--- src/rtl/rrdt_pkg.sv ---
`timescale 1ns / 1ps

package rrdt_pkg;

	// Result status codes.
	localparam logic [1:0] STATUS_FOUND    = 2'd0;
	localparam logic [1:0] STATUS_INSERTED = 2'd1;
	localparam logic [1:0] STATUS_FULL     = 2'd2;

	// Largest address that fits a single entry without a continuation.
	localparam logic [30:0] SHORT_LIMIT = 31'h0000_ffff;

	typedef struct packed {
		logic [23:0] line_id;
		logic [15:0] street_id;
		logic [15:0] zip_id;
		logic [15:0] city_id;
		logic [30:0] from_address;
		logic [30:0] to_address;
	} rec_t;

	typedef struct packed {
		logic [9:0] entry_index;
		logic [1:0] status;
		logic       extended;
	} res_t;

	// One table entry: the record plus its flags.
	typedef struct packed {
		rec_t rec;
		logic ext;
		logic head;
	} entry_t;

endpackage

--- src/rtl/rrdt_ctrl.sv ---
`timescale 1ns / 1ps

module rrdt_ctrl #(
	parameter int unsigned DEPTH = 1024,
	parameter int unsigned IW    = 10,
	parameter int unsigned CW    = 11
) (
	input  logic                  clk,
	input  logic                  arst_n,
	input  logic                  rec_valid,
	output logic                  rec_ready,
	input  rrdt_pkg::rec_t        rec,
	output logic                  res_valid,
	input  logic                  res_ready,
	output rrdt_pkg::res_t        res,
	output logic                  mem_we,
	output logic [IW-1:0]         mem_waddr,
	output rrdt_pkg::entry_t      mem_wdata,
	output logic                  mem_re,
	output logic [IW-1:0]         mem_raddr,
	input  rrdt_pkg::entry_t      mem_rdata,
	output logic [CW-1:0]         entry_count
);

	typedef enum logic [3:0] {
		ST_IDLE = 4'b0001,
		ST_SCAN = 4'b0010,
		ST_CONT = 4'b0100,
		ST_DONE = 4'b1000
	} state_t;

	state_t            state_q;
	logic [CW-1:0]     count_q;
	logic [CW-1:0]     ptr_q;
	logic              rd_valid_s1;
	logic [IW-1:0]     rd_idx_s1;
	logic [IW-1:0]     base_q;
	logic              wide_q;
	logic              res_valid_q;
	rrdt_pkg::rec_t    item_q;
	rrdt_pkg::res_t    hold_q;
	rrdt_pkg::res_t    res_q;

	logic              issue;
	logic              hit;
	logic              miss;
	logic              room;
	logic              out_free;
	logic              rec_wide;
	logic [CW:0]       need_sum;

	assign rec_wide = (rec.from_address > rrdt_pkg::SHORT_LIMIT) ||
	                  (rec.to_address > rrdt_pkg::SHORT_LIMIT);

	assign issue = (state_q == ST_SCAN) && (ptr_q < count_q);
	assign hit   = (state_q == ST_SCAN) && rd_valid_s1 && mem_rdata.head &&
	               (mem_rdata.rec == item_q);
	assign miss  = (state_q == ST_SCAN) && !issue && !hit;

	assign need_sum = {1'b0, count_q} + (wide_q ? (CW+1)'(2) : (CW+1)'(1));
	assign room     = need_sum <= (CW+1)'(DEPTH);
	assign out_free = !res_valid_q || res_ready;

	assign mem_re    = issue;
	assign mem_raddr = ptr_q[IW-1:0];

	// The head goes in on the cycle the search misses; a continuation follows.
	assign mem_we    = (miss && room) || (state_q == ST_CONT);
	assign mem_waddr = (state_q == ST_CONT) ? base_q + IW'(1) : count_q[IW-1:0];
	always_comb begin
		mem_wdata.rec  = item_q;
		mem_wdata.head = (state_q != ST_CONT);
		mem_wdata.ext  = (state_q != ST_CONT) && wide_q;
	end

	assign rec_ready   = (state_q == ST_IDLE);
	assign res_valid   = res_valid_q;
	assign res         = res_q;
	assign entry_count = count_q;

	always_ff @(posedge clk or negedge arst_n) begin
		if (!arst_n) begin
			state_q     <= ST_IDLE;
			count_q     <= '0;
			ptr_q       <= '0;
			rd_valid_s1 <= 1'b0;
			res_valid_q <= 1'b0;
		end else begin
			rd_valid_s1 <= issue && !hit;
			if ((state_q == ST_DONE) && out_free) begin
				res_valid_q <= 1'b1;
			end else if (res_ready) begin
				res_valid_q <= 1'b0;
			end
			unique case (state_q)
				ST_IDLE: begin
					if (rec_valid) begin
						ptr_q   <= '0;
						state_q <= ST_SCAN;
					end
				end
				ST_SCAN: begin
					if (issue) begin
						ptr_q <= ptr_q + CW'(1);
					end
					if (hit) begin
						state_q <= ST_DONE;
					end else if (miss) begin
						if (room) begin
							count_q <= need_sum[CW-1:0];
							state_q <= wide_q ? ST_CONT : ST_DONE;
						end else begin
							state_q <= ST_DONE;
						end
					end
				end
				ST_CONT: begin
					state_q <= ST_DONE;
				end
				ST_DONE: begin
					if (out_free) begin
						state_q <= ST_IDLE;
					end
				end
				default: begin
					state_q <= ST_IDLE;
				end
			endcase
		end
	end

	always_ff @(posedge clk) begin
		rd_idx_s1 <= ptr_q[IW-1:0];
		if (rec_ready && rec_valid) begin
			item_q <= rec;
			wide_q <= rec_wide;
		end
		if (hit) begin
			hold_q.entry_index <= 10'(rd_idx_s1);
			hold_q.status      <= rrdt_pkg::STATUS_FOUND;
			hold_q.extended    <= 1'b0;
		end else if (miss) begin
			base_q <= count_q[IW-1:0];
			if (room) begin
				hold_q.entry_index <= 10'(count_q[IW-1:0]);
				hold_q.status      <= rrdt_pkg::STATUS_INSERTED;
				hold_q.extended    <= wide_q;
			end else begin
				hold_q.entry_index <= '0;
				hold_q.status      <= rrdt_pkg::STATUS_FULL;
				hold_q.extended    <= 1'b0;
			end
		end
		if ((state_q == ST_DONE) && out_free) begin
			res_q <= hold_q;
		end
	end

endmodule

--- config.mk ---
export PLATFORM = sky130hd
export DESIGN_NAME = rrdt_ctrl
export DESIGN_NICKNAME = d
export VERILOG_FILES = /design/src/rtl/rrdt_pkg.sv /design/src/rtl/rrdt_ctrl.sv
export SDC_FILE = /design/constraint.sdc
export NUM_CORES = 1
export LEC_CHECK = 0
export ABC_AREA = 1
export BUFFER_PORTS_ARGS = -buffer_cell sky130_fd_sc_hd__buf_2
export CAP_MARGIN = 40
export CORE_AREA = 2 2 176 178
export DETAILED_ROUTE_END_ITERATION = 8
export DIE_AREA = 0 0 178 180
export HOLD_SLACK_MARGIN = 0.08
export PLACE_DENSITY = 0.66
export SETUP_SLACK_MARGIN = 0.4
export SLEW_MARGIN = 40
export SYNTH_ARGS = -nofsm -noshare
export SYNTH_HDL_FRONTEND = slang
export SYNTH_SLANG_ARGS = --single-unit
--- constraint.sdc ---
create_clock -name clk -period 4.5 [get_ports clk]
set_input_delay 0.9 -clock clk [delete_from_list [all_inputs] [get_ports clk]]
set_output_delay 0.9 -clock clk [all_outputs]
set_load 0.05 [all_outputs]
Word-level counts from Yosys, hierarchy flattened
Index checks and enable logic that the tools add are counted.
- add/subtract/negate cells: 3
- $lt $le $gt $ge: 4
- equal/unequal tests: 10
- muxes and demuxes: 17
- bitwise gates (word level): 1
- reduce and logical (&&, ||, !) cells: 24
- operators with widths (cell ; number):
    134-bit == test ; 1
    31-bit by 16-bit > comparator with 1-bit output, second input constant ; 2
    13-bit 2-to-1 mux ; 3
    4-bit 2-to-1 mux ; 6
    11-bit 2-to-1 mux ; 2
    11-bit one-hot mux with 2 select lines ; 1
    4-bit one-hot mux with 4 select lines ; 1
    11-bit by 2-bit adder with 12-bit output ; 1
    12-bit by 11-bit less-or-equal comparator with 1-bit output, second input constant ; 1
    11-bit by 1-bit adder with 11-bit output, second input constant ; 1
    1-bit logical AND ; 11
    11-bit less-than comparator ; 1
    10-bit by 1-bit adder with 10-bit output, second input constant ; 1
    10-bit 2-to-1 mux ; 1
    2-bit != test, second input constant ; 3
    3-bit AND reduction ; 2
    2-bit nonzero test ; 3
    4-bit by 1-bit == test with 1-bit output, second input constant ; 1
    4-bit by 2-bit == test with 1-bit output, second input constant ; 1
    4-bit by 3-bit == test with 1-bit output, second input constant ; 1
    4-bit == test, second input constant ; 1
    4-bit by 3-bit != test with 1-bit output, second input constant ; 1
    4-bit AND reduction ; 1
    1-bit logical NOT ; 3
    other kinds (6) ; 9
- register bits after elaboration: 209
- bits of input ports: 274
- output and inout port bits: 184
- logic and storage cells: 79

Longest topological paths before layout
Gate-level depths: netlist of run 1.
- depth after elaboration: 9
- mapped depth: 18

Worst setup path before layout of run 1
OpenSTA, ideal clock, no wires.
- path kind: reg-to-reg
- from: reg state_q[3]
- to: reg item_q (netlist bit mem_wdata[100]) (enable)
- arrival time: 3.913 ns
- path slack: 0.097 ns
- stages on the path, launching flop included: 6
- path buffers: 0
- clock period less this slack: 4.403 ns
- cells stage by stage: dfrtp_1 > nor2_2 > nand3_1 > inv_1 > nand2_1 > inv_1
- cells in the longest elaborated chain, start to end: 2
- ends and longest elaborated chain (what ; line ; RTL):
    start: declaration ; rrdt_ctrl.sv:32 ; state_t state_q;
    start signal: assignment ; rrdt_ctrl.sv:111 ; state_q <= wide_q ? ST_CONT : ST_DONE;
    4-bit by 1-bit == test with 1-bit output ; rrdt_ctrl.sv:76 ; assign rec_ready = (state_q == ST_IDLE);
    named net rec_ready ; rrdt_ctrl.sv:11 ; output logic rec_ready,
    1-bit logical AND ; rrdt_ctrl.sv:134 ; if (rec_ready && rec_valid) begin
    end signal: assignment ; rrdt_ctrl.sv:135 ; item_q <= rec;
    end: declaration ; rrdt_ctrl.sv:40 ; rrdt_pkg::rec_t item_q;
The timed path passes the listed nets, and every way through them passes these cells.
A chain may end at the register's enable or synchronous reset.

Worst setup path after layout of run 1
- from: reg wide_q
- to: out mem_we
- cells in the longest elaborated chain, start to end: 5
- ends and longest elaborated chain (what ; line ; RTL):
    start: declaration ; rrdt_ctrl.sv:38 ; logic wide_q;
    start signal: assignment ; rrdt_ctrl.sv:136 ; wide_q <= rec_wide;
    2-bit 2-to-1 mux ; rrdt_ctrl.sv:60 ; assign need_sum = {1'b0, count_q} + (wide_q ? (CW+1)'(2) : (CW+1)'(1));
    11-bit by 2-bit adder with 12-bit output ; rrdt_ctrl.sv:60 ;
    12-bit by 11-bit less-or-equal comparator with 1-bit output ; rrdt_ctrl.sv:61 ; assign room = need_sum <= (CW+1)'(DEPTH);
    1-bit logical AND ; rrdt_ctrl.sv:68 ; assign mem_we = (miss && room) || (state_q == ST_CONT);
    1-bit logical OR ; rrdt_ctrl.sv:68 ;
    end: declaration ; rrdt_ctrl.sv:16 ; output logic mem_we,
Every way passes these cells.

==> summary.md, run 1 <==
| Metric | Value |
|---|---|
| Run status | completed |
| Setup crit start | wide_q$_DFFE_PP_ |
| Via-to-Cell Ratio | roughly 4.5 |
| H-tree lvl count | 1 |
| Largest net degree at the start of global routing | 70 |
| Normalized max-slew margin | between 50% and 60% |
| CP Class | reg2out |
| Slew Viols, Final | 0 |
| Clock Tree Root | clkbuf_16 |
| Int Pwr | roughly 4.4 mW |
| Part of the cycle the worst path needs | 87.0% |
| CP Buf/Inv Count | 4 |
| Reg area | around 0.0060 mm² |
| 1st-pass router iterations | 5 |
| Synth unique cells | 40 |
| P_leak | 6.63 nW |
| First-pass GRT wire length | 49600 µm |
| R2r worst-path depth | 14 |
| CTS Buf Count | 26 |
| Switch Pwr | 2.75 mW |
| Syn_nets | 1351 |
| Final net count | 1829 |
| Initial Utilization | approximately a third |
| Setup crit end kind | primary output |
| Startpoint types | register |
| Die Span X | 178 µm |
| Tot GR Track Use | 20.6% |
| Multi-input logic area | 0.00326 mm² |
| DR DRC count | 0 |
| Number of max-cap violations | 0 |
| Initial antenna violation count | 12 |
| PortBufs | 456 |
| Syn Inst Count | 1062 |
| Mapped Area | 0.0101 mm² |
| Fin crit period | 3910 ps |
| Fin. Hold Viols | 0 |
| Number of synthesized flops with an enable pin | 168 |
| Routability cong. | 0.909 |
| Chip Height | 180 µm |
| Gr ovfl total | 0 |
| Dpl cell area | 0.0128 mm² |
| Unrepaired setup endpoints after global routing | false |
| Syn avg cell area | between 9 and 10 µm² |
| Slowest cell on crit path | edfxtp_1 |
| Synthesis Warnings | 0 |
| CTS max path bufs | 3 |
| Fill cell count | 2866 |
| Maximum fanout along the worst path | 4 |
| Slowest stage delay, CP | 470 ps |
| Levels on crit path | 14 |
| # IOs | 458 |
| CORE AREA | 0.0302 mm² |
| Antenna violation net count after detailed routing | 0 |
| Post-route cell area | roughly 0.014 mm² |
| Kind of cell adding the most delay to the critical path | simple AND/OR/NAND/NOR gates |
| Sw Ratio | 38.5% |
| Power Dens Cells | 516 mW/mm² |
| Clk_skew | 11.8 ps |
| TNS Setup | 0 ps |
| Worst setup endpoint | mem_we |
| Clock share of power | 31.2% |
| R2r setup slk | 1660 ps |
| Worst-Margin Slew | 698 ps |
| Top_reg_cell synth | edfxtp_1 |
| Worst endpoint required time | between 3000 and 4000 ps |
| Reg2reg start | wide_q$_DFFE_PP_ |
| Final wirelength | 34100 µm |
| Reg2reg end | entry_count[1]$_DFFE_PN0P_ |
| Layout cell share with drive strength beyond 1 | 34.8% |
| Flop pwr share | 38.7% |
| Clk_lat worst skew | 530 ps |
| Clk pin slew, worst setup/hold paths | 60 ps |
| DR iter-0 viols | 623 |
| FFs w/ async S/R, synth | between 10% and 20% |
| Clock sink count | 209 |
| Seq/Total Area, Yosys | about three fifths |
| Vias in the first global route | 8619 |
| Overall die area | 0.0320 mm² |
| Fmax achieved | 256 MHz |
| Vias after detailed routing | 8934 |
| WP data arrival | 3010 ps |
| Row cnt | 64 |
| Register bit total from synthesis | about 210 |
| Routed WL per cell | 17.4 µm |
| TritonCTS clock tree | done |
| Comb power frac | ~30% |
| Hold WC Path Type | in2async |
| Maximum vdd drop | ~0.50 mV |
| Area grow syn2layout | 37.1% |
| Final setup viols | 0 |
| Worst-path cell chain | inv_2, ha_1, inv_1, fa_1, inv_1, or2_2, nor2_1, nand3_1, nor2_1, nand3_1, nand2_2, nand2_8, nand2_2, buf_8 |
| Detailed placer's ending HPWL | 27500 µm |
[worst reg2reg max path, stage by stage (launching register included)]
cell and delay [ps]:
edfxtp_1 470, inv_2 110, ha_1 160, inv_1 50
fa_1 470, inv_1 40, or2_2 260, nor2_1 110
nand3_1 100, nor2_1 100, nand3_1 140, nand2_2 160
inv_1 80, nor2_4 310, o21ai_0 140
[worst min path at each step]
stage	start	to	slack, ps
finish	arst_n	entry_count[5]$_DFFE_PN0P_	420
CTS	arst_n	entry_count[5]$_DFFE_PN0P_	420
global route	arst_n	entry_count[0]$_DFFE_PN0P_	430
floorplan	hold_q[10]$_DFFE_PP_	res[10]$_DFFE_PP_	400
global placement	hold_q[6]$_DFFE_PP_	res[6]$_DFFE_PP_	410
detailed placement	hold_q[5]$_DFFE_PP_	res[5]$_DFFE_PP_	410
[layer usage]
layer / GRT usage, % / vias up / share of wire [%]
met5: 0 / - / 0.088
met4: 7.64 / 4 / 3.4
met3: 5.31 / 68 / 8.9
met2: 34.9 / 418 / 48
met1: 25.3 / 4047 / 40
li1: - / 4397 / -
[sequential cells by signal, indices dropped and copies added, names as in the netlist]
register / flops
state_q: 4
entry_count: 11
base_q: 10
wide_q: 1
rd_valid_s1: 1
ptr_q: 11
hold_q: 13
rd_idx_s1: 10
mem_wdata: 134
res_valid: 1
res: 13
[synth_stat cells, drive strengths merged, types with 8 or more instances]
library cell | n | area (µm²)
nand2 | 292 | 1120
inv | 189 | 709
edfxtp | 168 | 5040
nor2 | 105 | 414
o21ai | 61 | 317
xnor2 | 40 | 350
nand3 | 38 | 208
dfrtp | 27 | 676
nand4 | 25 | 156
xor2 | 21 | 184
ha | 14 | 175
buf | 13 | 103
dfxtp | 13 | 260
nor3 | 12 | 75.1
a21oi | 8 | 40.0
nor4 | 8 | 50.1
[power groups by stage]
stage	Clock [mW]	Sequential, mW	Combinational, mW
2_1_floorplan	0	3.64	0.666
3_3_place_gp	0	2.79	2.13
3_5_place_dp	0	2.80	2.16
4_1_cts	2.29	2.76	2.16
5_1_grt	2.36	2.80	2.30
6_report	2.23	2.76	2.15
[final cells by class]
class                           count  share of cell area, %
Antenna cell                        8                  0.145
Clock inverter                     11                  0.679
Clock buffer                       37                   6.15
Inverter                          190                   5.19
Sequential cell                   209                   43.4
Timing Repair Buffer              467                   17.2
Multi-Input combinational cell    646                   23.6
Tap cell                          396                   3.58
[logic make-up after synthesis]
logic type	synth area share [%]
xor+xnor	5.30
flops	59.6
fa+ha+maj	1.94
simple gates	20.5
compound gates	4.48
buf+inv	8.24
[metrics by stage]
stage | utilization (%) | hold WS, ps | total power [mW] | cells | setup WS (ps)
after floorplan | - | 400 | 4.31 | 1062 | 852
after global placement | 42.4 | 406 | 4.93 | 1903 | 521
after detailed placement | 42.4 | 406 | 4.96 | 1903 | 483
after CTS | 45.6 | 419 | 7.21 | 1951 | 408
after global routing | 45.8 | 427 | 7.46 | 1961 | 410
final | 45.8 | 418 | 7.14 | 1964 | 587
[cells in the final DEF (no fill, tap or decap), types with 9 or more instances in the layout]
cell type  count
nand3_1       36
xnor2_1       40
buf_4          9
dfxtp_1       13
nor3_1         9
clkbuf_16     33
xor2_1        21
nand4_1       25
nor2_1       100
nand2_1      286
edfxtp_1     168
dfrtp_1       27
ha_1          14
o21ai_0       50
buf_2        455
inv_1        182
[what timing repair did]
| item | CTS | global route |
|---|---|---|
| hold buffers | 0 | 0 |
| resized for setup | 4 | 3 |
| pin swaps | 0 | 2 |
| endpoints found under the setup margin | 1 | 1 |
| buffers inserted | 0 | 5 |
No activity file was read; power rests on OpenSTA's default activity.
==> run 2, diff against run 1 <==
ABC_AREA = unset   (was 1)
CORE_AREA = 2 2 180 182   (was 2 2 176 178)
DIE_AREA = 0 0 182 184   (was 0 0 178 180)
MAX_ROUTING_LAYER = met4   (was unset)
PLACE_DENSITY = 0.62   (was 0.66)
==> run 2 against run 1 <==
  * Flip-flop and latch count stayed put
  * Wire length is 6.6% higher
  * Design area shrank 4.1%
  * Worst hold slack worse by 1.8 ps
  * Non-clock buffer count is 10 higher
  * Critical path depth fell by 4
  * First-iteration DRC count fell by 27%
  * Utilization decreased by 3.5 points
  * Clock power is 10% lower
  * Sequential power is essentially flat
  * Sequential share of layout area grew 1.8 points
  * Cell count shrank 17%
  * Critical endpoint unchanged
==> summary.md, run 2 <==
| Metric | Value |
|---|---|
| Final wirelength | about 36000 µm |
| Overall die area | between 0.03 and 0.04 mm² |
| Run status | completed |
| Commonest cells post-synth | edfxtp_1 (168), xnor2_1 (68), inv_1 (58), nor2b_1 (58), nor2_1 (30) |
| Final setup viols | 0 |
| CP Buf/Inv Count | 3 |
| Clk pin slew, worst setup/hold paths | 50 ps |
| # IOs | roughly 460 |
| Fill cell count | 3044 |
| Syn avg cell area | roughly 13 µm² |
| Die Span X | roughly 180 µm |
| First-pass GRT wire length | between 50000 and 60000 µm |
| Syn Inst Count | just over 700 |
| Initial antenna violation count | 11 |
| Overall Power | approximately 7 mW |
| Final net count | 1498 |
| Hold WC Path Type | in2async |
| Worst-Margin Slew | slightly above 700 ps |
| FFs w/ async S/R, synth | 13.4% |
| Dpl cell area | roughly 0.012 mm² |
| Clock Tree Root | clkbuf_16 |
| Maximum vdd drop | approximately 0.35 mV |
| Initial Utilization | 30.1% |
| Seq/Total Area, Yosys | 63.5% |
| Unrepaired setup endpoints after global routing | true |
| Antenna violation net count after detailed routing | 0 |
| P_leak | 5.56 nW |
| Number of synthesized flops with an enable pin | approximately 170 |
| Post-route cell area | 0.0133 mm² |
| Via-to-Cell Ratio | 4.76 |
| Maximum fanout along the worst path | 2 |
| Commonest cells after routing, fill and taps aside | buf_2 (455), edfxtp_1 (168), xnor2_1 (68), nor2b_1 (58), inv_1 (56) |
| PortBufs | 456 |
| Detailed placer's ending HPWL | 30000 µm |
| Startpoint types | input port |
| Worst endpoint required time | around 3600 ps |
| Area grow syn2layout | 40.3% |
| TNS Setup | 0 ps |
| Most common cell after layout, fill and taps aside | buf_2 |
| Clock sink count | 209 |
| Top post-synthesis cells by area | edfxtp_1 (53%), dfrtp_1 (7.1%), xnor2_1 (6.3%), nor2b_1 (3.8%), dfxtp_1 (2.8%) |
| Yosys top cell area share | 53.3% |
| Synthesis Warnings | 0 |
| Row cnt | 65 |
| Multi-input logic area | 0.00323 mm² |
| WP data arrival | 3150 ps |
| CORE AREA | 0.0314 mm² |
| Reg area | about 0.006 mm² |
| Register bit total from synthesis | 209 |
| Switch Pwr | around 2.6 mW |
| Clk_skew | 8.97 ps |
| Kind of cell adding the most delay to the critical path | simple AND/OR/NAND/NOR gates |
| Largest net degree at the start of global routing | 73 |
| Chip Height | ~180 µm |
| CTS max path bufs | 3 |
| Normalized max-slew margin | 52.2% |
| Max reg flops | 134 |
| Routed WL per cell | 22.2 µm |
| Slowest cell on crit path | a2111oi_0 |
| Setup crit end kind | primary output |
| CP Class | in2out |
| Number of max-cap violations | 0 |
| Syn_nets | 1012 |
| Clk_lat worst skew | ~520 ps |
| Comb power frac | 30.6% |
| CTS Buf Count | 26 |
| Most common cell in the netlist | edfxtp_1 |
| Power Dens Cells | between 500 and 600 mW/mm² |
| Top_reg_cell synth | edfxtp_1 |
| H-tree lvl count | 1 |
| Cell taking the most area after synthesis | edfxtp_1 |
| Layout cell share with drive strength beyond 1 | between 40% and 50% |
| DR DRC count | 0 |
| Fin crit period | 4050 ps |
| Worst-path cell chain | buf_2, nor2b_1, a2111oi_0, nand4_1, or3_4, nor4_4, buf_4, nor3_4, nand2b_4, buf_8 |
| Clock share of power | 29.2% |
| Gr ovfl total | 0 |
| Fmax achieved | 247 MHz |
| Tot GR Track Use | 21.3% |
| TritonCTS clock tree | done |
| Mapped Area | between 0.009 and 0.01 mm² |
| 1st-pass router iterations | 5 |
| Fin. Hold Viols | 0 |
| Synth unique cells | 58 |
| DR iter-0 viols | 455 |
| Routability cong. | 0.913 |
| Int Pwr | 4.22 mW |
| Vias in the first global route | between 7000 and 8000 |
| CTS Hold Bufs | 0 |
| Part of the cycle the worst path needs | 90.1% |
| Sw Ratio | 38.5% |
| Vias after detailed routing | approximately 7800 |
| Slew Viols, Final | 0 |
| Slowest stage delay, CP | 500 ps |
| Flop pwr share | 40.2% |
run 2: cell types whose count changed after synthesis, moves of 18 or more:
cell / previous run / this run
o21ai_0: 50 / 15
nand2_1: 287 / 24
nand3_1: 36 / 9
nor4_1: 8 / 26
xnor2_1: 40 / 68
nor2b_1: 0 / 58
inv_1: 185 / 58
nor2_1: 101 / 30
run 2: worst paths after layout:
| kind | start | end | slack, ps | cells after the start |
|---|---|---|---|---|
| worst max-delay path | mem_rdata[127] | mem_we | 450 | 10 |
| min in group clk | hold_q[6]$_DFFE_PP_ | res[6]$_DFFE_PP_ | 420 | 0 |
| worst min register to register | hold_q[6]$_DFFE_PP_ | res[6]$_DFFE_PP_ | 420 | 0 |
| max in group asynchronous | arst_n | rd_valid_s1$_DFF_PN0_ | 3640 | 1 |
| worst max register to register | mem_wdata[30]$_DFFE_PP_ | hold_q[6]$_DFFE_PP_ | 1200 | 9 |
| worst min-delay path | arst_n | entry_count[4]$_DFFE_PN0P_ | 420 | 1 |
run 2: cells by family (layout without fill, tap and decap cells):
family / Yosys count / in the layout / share of synthesized area, %
AND/OR/NAND/NOR: 227 / 227 / 14.1
flip-flops: 209 / 209 / 63.5
XOR/XNOR: 95 / 95 / 8.80
AO/OA/AOI/OAI: 94 / 94 / 7.40
buffers and inverters: 78 / 583 / 3.63
adder cells (fa/ha/maj): 15 / 15 / 2.06
multiplexers: 5 / 5 / 0.542
other: 0 / 9 / 0
run 2: final cells by class:
| class | count | area share (%) |
|---|---|---|
| Clock buffer | 31 | 5.21 |
| Antenna cell | 9 | 0.170 |
| Inverter | 59 | 1.71 |
| Sequential cell | 209 | 45.3 |
| Clock inverter | 16 | 0.981 |
| Multi-Input combinational cell | 436 | 24.4 |
| Tap cell | 402 | 3.79 |
| Timing Repair Buffer | 477 | 18.5 |
run 2: power groups by stage:
stage / registers [mW] / logic (mW) / clock network, mW
after floorplan: 3.62 / 0.533 / 0
after global placement: 2.79 / 2.08 / 0
after detailed placement: 2.79 / 2.08 / 0
after CTS: 2.76 / 2.11 / 2.05
after global routing: 2.79 / 2.20 / 2.12
final: 2.76 / 2.10 / 2.00
run 2: what timing repair did:
item | 4_1_cts | 5_1_grt
pin swaps | 6 | 6
setup buffers | 6 | 1
resized for setup | 19 | 12
setup endpoints to repair | 1 | 2
run 2: routing by layer:
layer  vias to the layer above  wire [µm]  GRT usage, %
met5                         -          0             -
met2                       405      17200          35.5
met1                      3691      15100          26.5
met4                         0        777          4.13
met3                        50       3260          5.37
li1                       3657          -             -
run 2: metrics by stage:
stage | util, % | std cells | hold WS [ps] | worst slack [ps]
2_1_floorplan | - | 723 | 400 | 575
3_3_place_gp | 39.0 | 1576 | 406 | 182
3_5_place_dp | 39.0 | 1576 | 407 | 203
4_1_cts | 42.0 | 1629 | 411 | 402
5_1_grt | 42.2 | 1638 | 429 | 342
6_report | 42.3 | 1639 | 416 | 445
==> run 3, diff against run 2 <==
PLACE_DENSITY = 0.64   (was 0.62)
clock period = 3.26 ns   (was 4.5 ns; I/O delays follow)
==> run 3 against run 2 <==
  * The run now ends with setup timing left
  * Utilization rose by 3.2 points
  * Die area did not move
  * Wire length rose by 6.2%
  * Cell count rose by 4.6%
  * Clock-buffer cell count rose by 4
  * Combinational power rose by 50%
  * Total power rose by 43%
  * Via count rose by 5.9%
  * Critical path depth rose by 2
  * Non-clock buffer count rose by 74
  * First-iteration DRC count rose by 44%
  * Critical endpoint unchanged
  * Largest cell class unchanged
==> summary.md, run 3 (synthesis gave the netlist of run 2 again) <==
| Metric | Value |
|---|---|
| Run status | finished, violations left |
| Failing checks | setup timing |
| Hold_ws | approximately 180 ps |
| # IOs | 458 |
| Switch Pwr | 3.76 mW |
| Vias in the first global route | 8182 |
| Sw Ratio | 38.5% |
| Maximum vdd drop | 0.425 mV |
| Chip Height | 184 µm |
| Gr ovfl total | 0 |
| Fmax achieved | 271 MHz |
| Tot GR Track Use | 22.4% |
| Fin. Hold Viols | 0 |
| Setup ws final | -434 ps |
| Worst endpoint required time | approximately 2600 ps |
| Cells after DPL | 1639 |
| Power Dens Cells | 687 mW/mm² |
| Slew Viols, Final | 0 |
| Flop pwr share | 38.7% |
| Via-to-Cell Ratio | 4.82 |
| H-tree lvl count | 1 |
| 1st-pass router iterations | 4 |
| Fin cells | approximately 1700 |
| Initial Utilization | 30.1% |
| WP data arrival | 3040 ps |
| Post-route cell area | 0.0143 mm² |
| TritonCTS clock tree | done |
| Number of max-cap violations | 0 |
| Final wirelength | about 39000 µm |
| Clock Tree Root | clkbuf_16 |
| Fin crit period | 3690 ps |
| Int Pwr | ~6.0 mW |
| DR iter-0 viols | ~660 |
| CTS Buf Count | 26 |
| Hold WC Path Type | in2async |
| Routability cong. | 0.941 |
| Startpoint types | register |
| Clk_lat worst skew | 530 ps |
| Unrepaired setup endpoints after global routing | true |
| CORE AREA | 0.0314 mm² |
| Detailed placer's ending HPWL | 30700 µm |
| TNS Setup | -434 ps |
| Vias after detailed routing | 8260 |
| Fill cell count | 2936 |
| Max reg flops | about 130 |
| Clock sink count | 209 |
| Dpl cell area | 0.0128 mm² |
| Initial antenna violation count | 9 |
| Normalized max-slew margin | 52.5% |
| Row cnt | 65 |
| Most common cell after layout, fill and taps aside | buf_2 |
| CP Class | reg2out |
| Maximum fanout along the worst path | 3 |
| Comb power frac | 32.2% |
| CTS max path bufs | 3 |
| Clk_skew | just over 8 ps |
| Final net count | 1574 |
| Part of the cycle the worst path needs | 113% |
| Area grow syn2layout | 50.7% |
| Clock share of power | 29.1% |
| Clk pin slew, worst setup/hold paths | 60 ps |
| Worst-Margin Slew | 713 ps |
| Setup crit end kind | primary output |
| Post-layout util | 45.4% |
| DR DRC count | 0 |
| Overall die area | 0.0335 mm² |
| P_leak | between 5 and 6 nW |
| Layout cell share with drive strength beyond 1 | 50.3% |
| First-pass GRT wire length | between 50000 and 60000 µm |
| Routed WL per cell | ~23 µm |
| Antenna violation net count after detailed routing | 0 |
| Largest net degree at the start of global routing | 59 |
| PortBufs | 456 |
| Final setup viols | 1 |
| Die Span X | 182 µm |
| Commonest cells after routing, fill and taps aside | buf_2 (453), edfxtp_1 (168), buf_4 (82), xnor2_1 (68), nor2b_1 (57) |
-- run 3: critical path: stages (launching register included) --
cell      delay [ps]
edfxtp_1         400
inv_2            100
ha_4             130
inv_2             30
fa_2             340
nand3b_1         280
nor2_4           180
mux2i_1          100
o22ai_2          180
a41oi_2          190
nor3_4           280
nand2b_4         170
buf_8            140
-- run 3: through the flow --
stage | setup slack (ps) | total power [mW]
6_report | -434 | 9.79
5_1_grt | -564 | 10.1
4_1_cts | -478 | 9.82
3_5_place_dp | -430 | 6.88
3_3_place_gp | -483 | 6.86
2_1_floorplan | 12.9 | 5.74
-- run 3: worst paths after layout --
| path | start | to | slack (ps) | cells after the start |
|---|---|---|---|---|
| setup reg to reg | wide_q$_DFFE_PP_ | entry_count[0]$_DFFE_PN0P_ | 350 | 12 |
| hold reg to reg | hold_q[11]$_DFFE_PP_ | res[11]$_DFFE_PP_ | 420 | 0 |
| max in group asynchronous | arst_n | entry_count[8]$_DFFE_PN0P_ | 2580 | 1 |
| hold / removal | arst_n | res_valid$_DFFE_PN0P_ | 180 | 1 |
| min in group clk | rec[131] | mem_wdata[133]$_DFFE_PP_ | 300 | 1 |
| setup / recovery | wide_q$_DFFE_PP_ | mem_we | -430 | 12 |
-- run 3: what timing repair did --
item,4_1_cts,5_1_grt
hold endpoints to repair,0,0
cloned,0,4
pin swaps,20,27
setup endpoints to repair,49,47
resized for setup,52,41
hold buffers,0,0
setup buffers,7,9
-- run 3: routing by layer --
metal  vias up  GRT usage [%]  wire length [µm]
met5         -              -                 0
met4         0           8.48              1420
met3        75           5.84              3190
met2       456           35.7             18100
met1      3927           27.5             15900
li1       3802              -                 -
-- run 3: power groups by stage --
stage | logic, mW | registers, mW | clock network [mW]
3_3_place_gp | 3.05 | 3.81 | 0
5_1_grt | 3.28 | 3.82 | 2.99
4_1_cts | 3.13 | 3.78 | 2.90
2_1_floorplan | 0.750 | 4.99 | 0
6_report | 3.15 | 3.79 | 2.85
3_5_place_dp | 3.06 | 3.82 | 0
-- run 3: final cells by class --
type	instances	area (µm²)	share of cell area, %
Sequential cell	209	6020	42.2
Multi-Input combinational cell	437	3500	24.5
Timing Repair Buffer	551	3140	22.0
Clock buffer	35	736	5.16
Tap cell	402	503	3.53
Inverter	59	231	1.62
Clock inverter	11	104	0.729
Antenna cell	9	22.5	0.158
Timing Repair inverter	1	6.26	0.0439
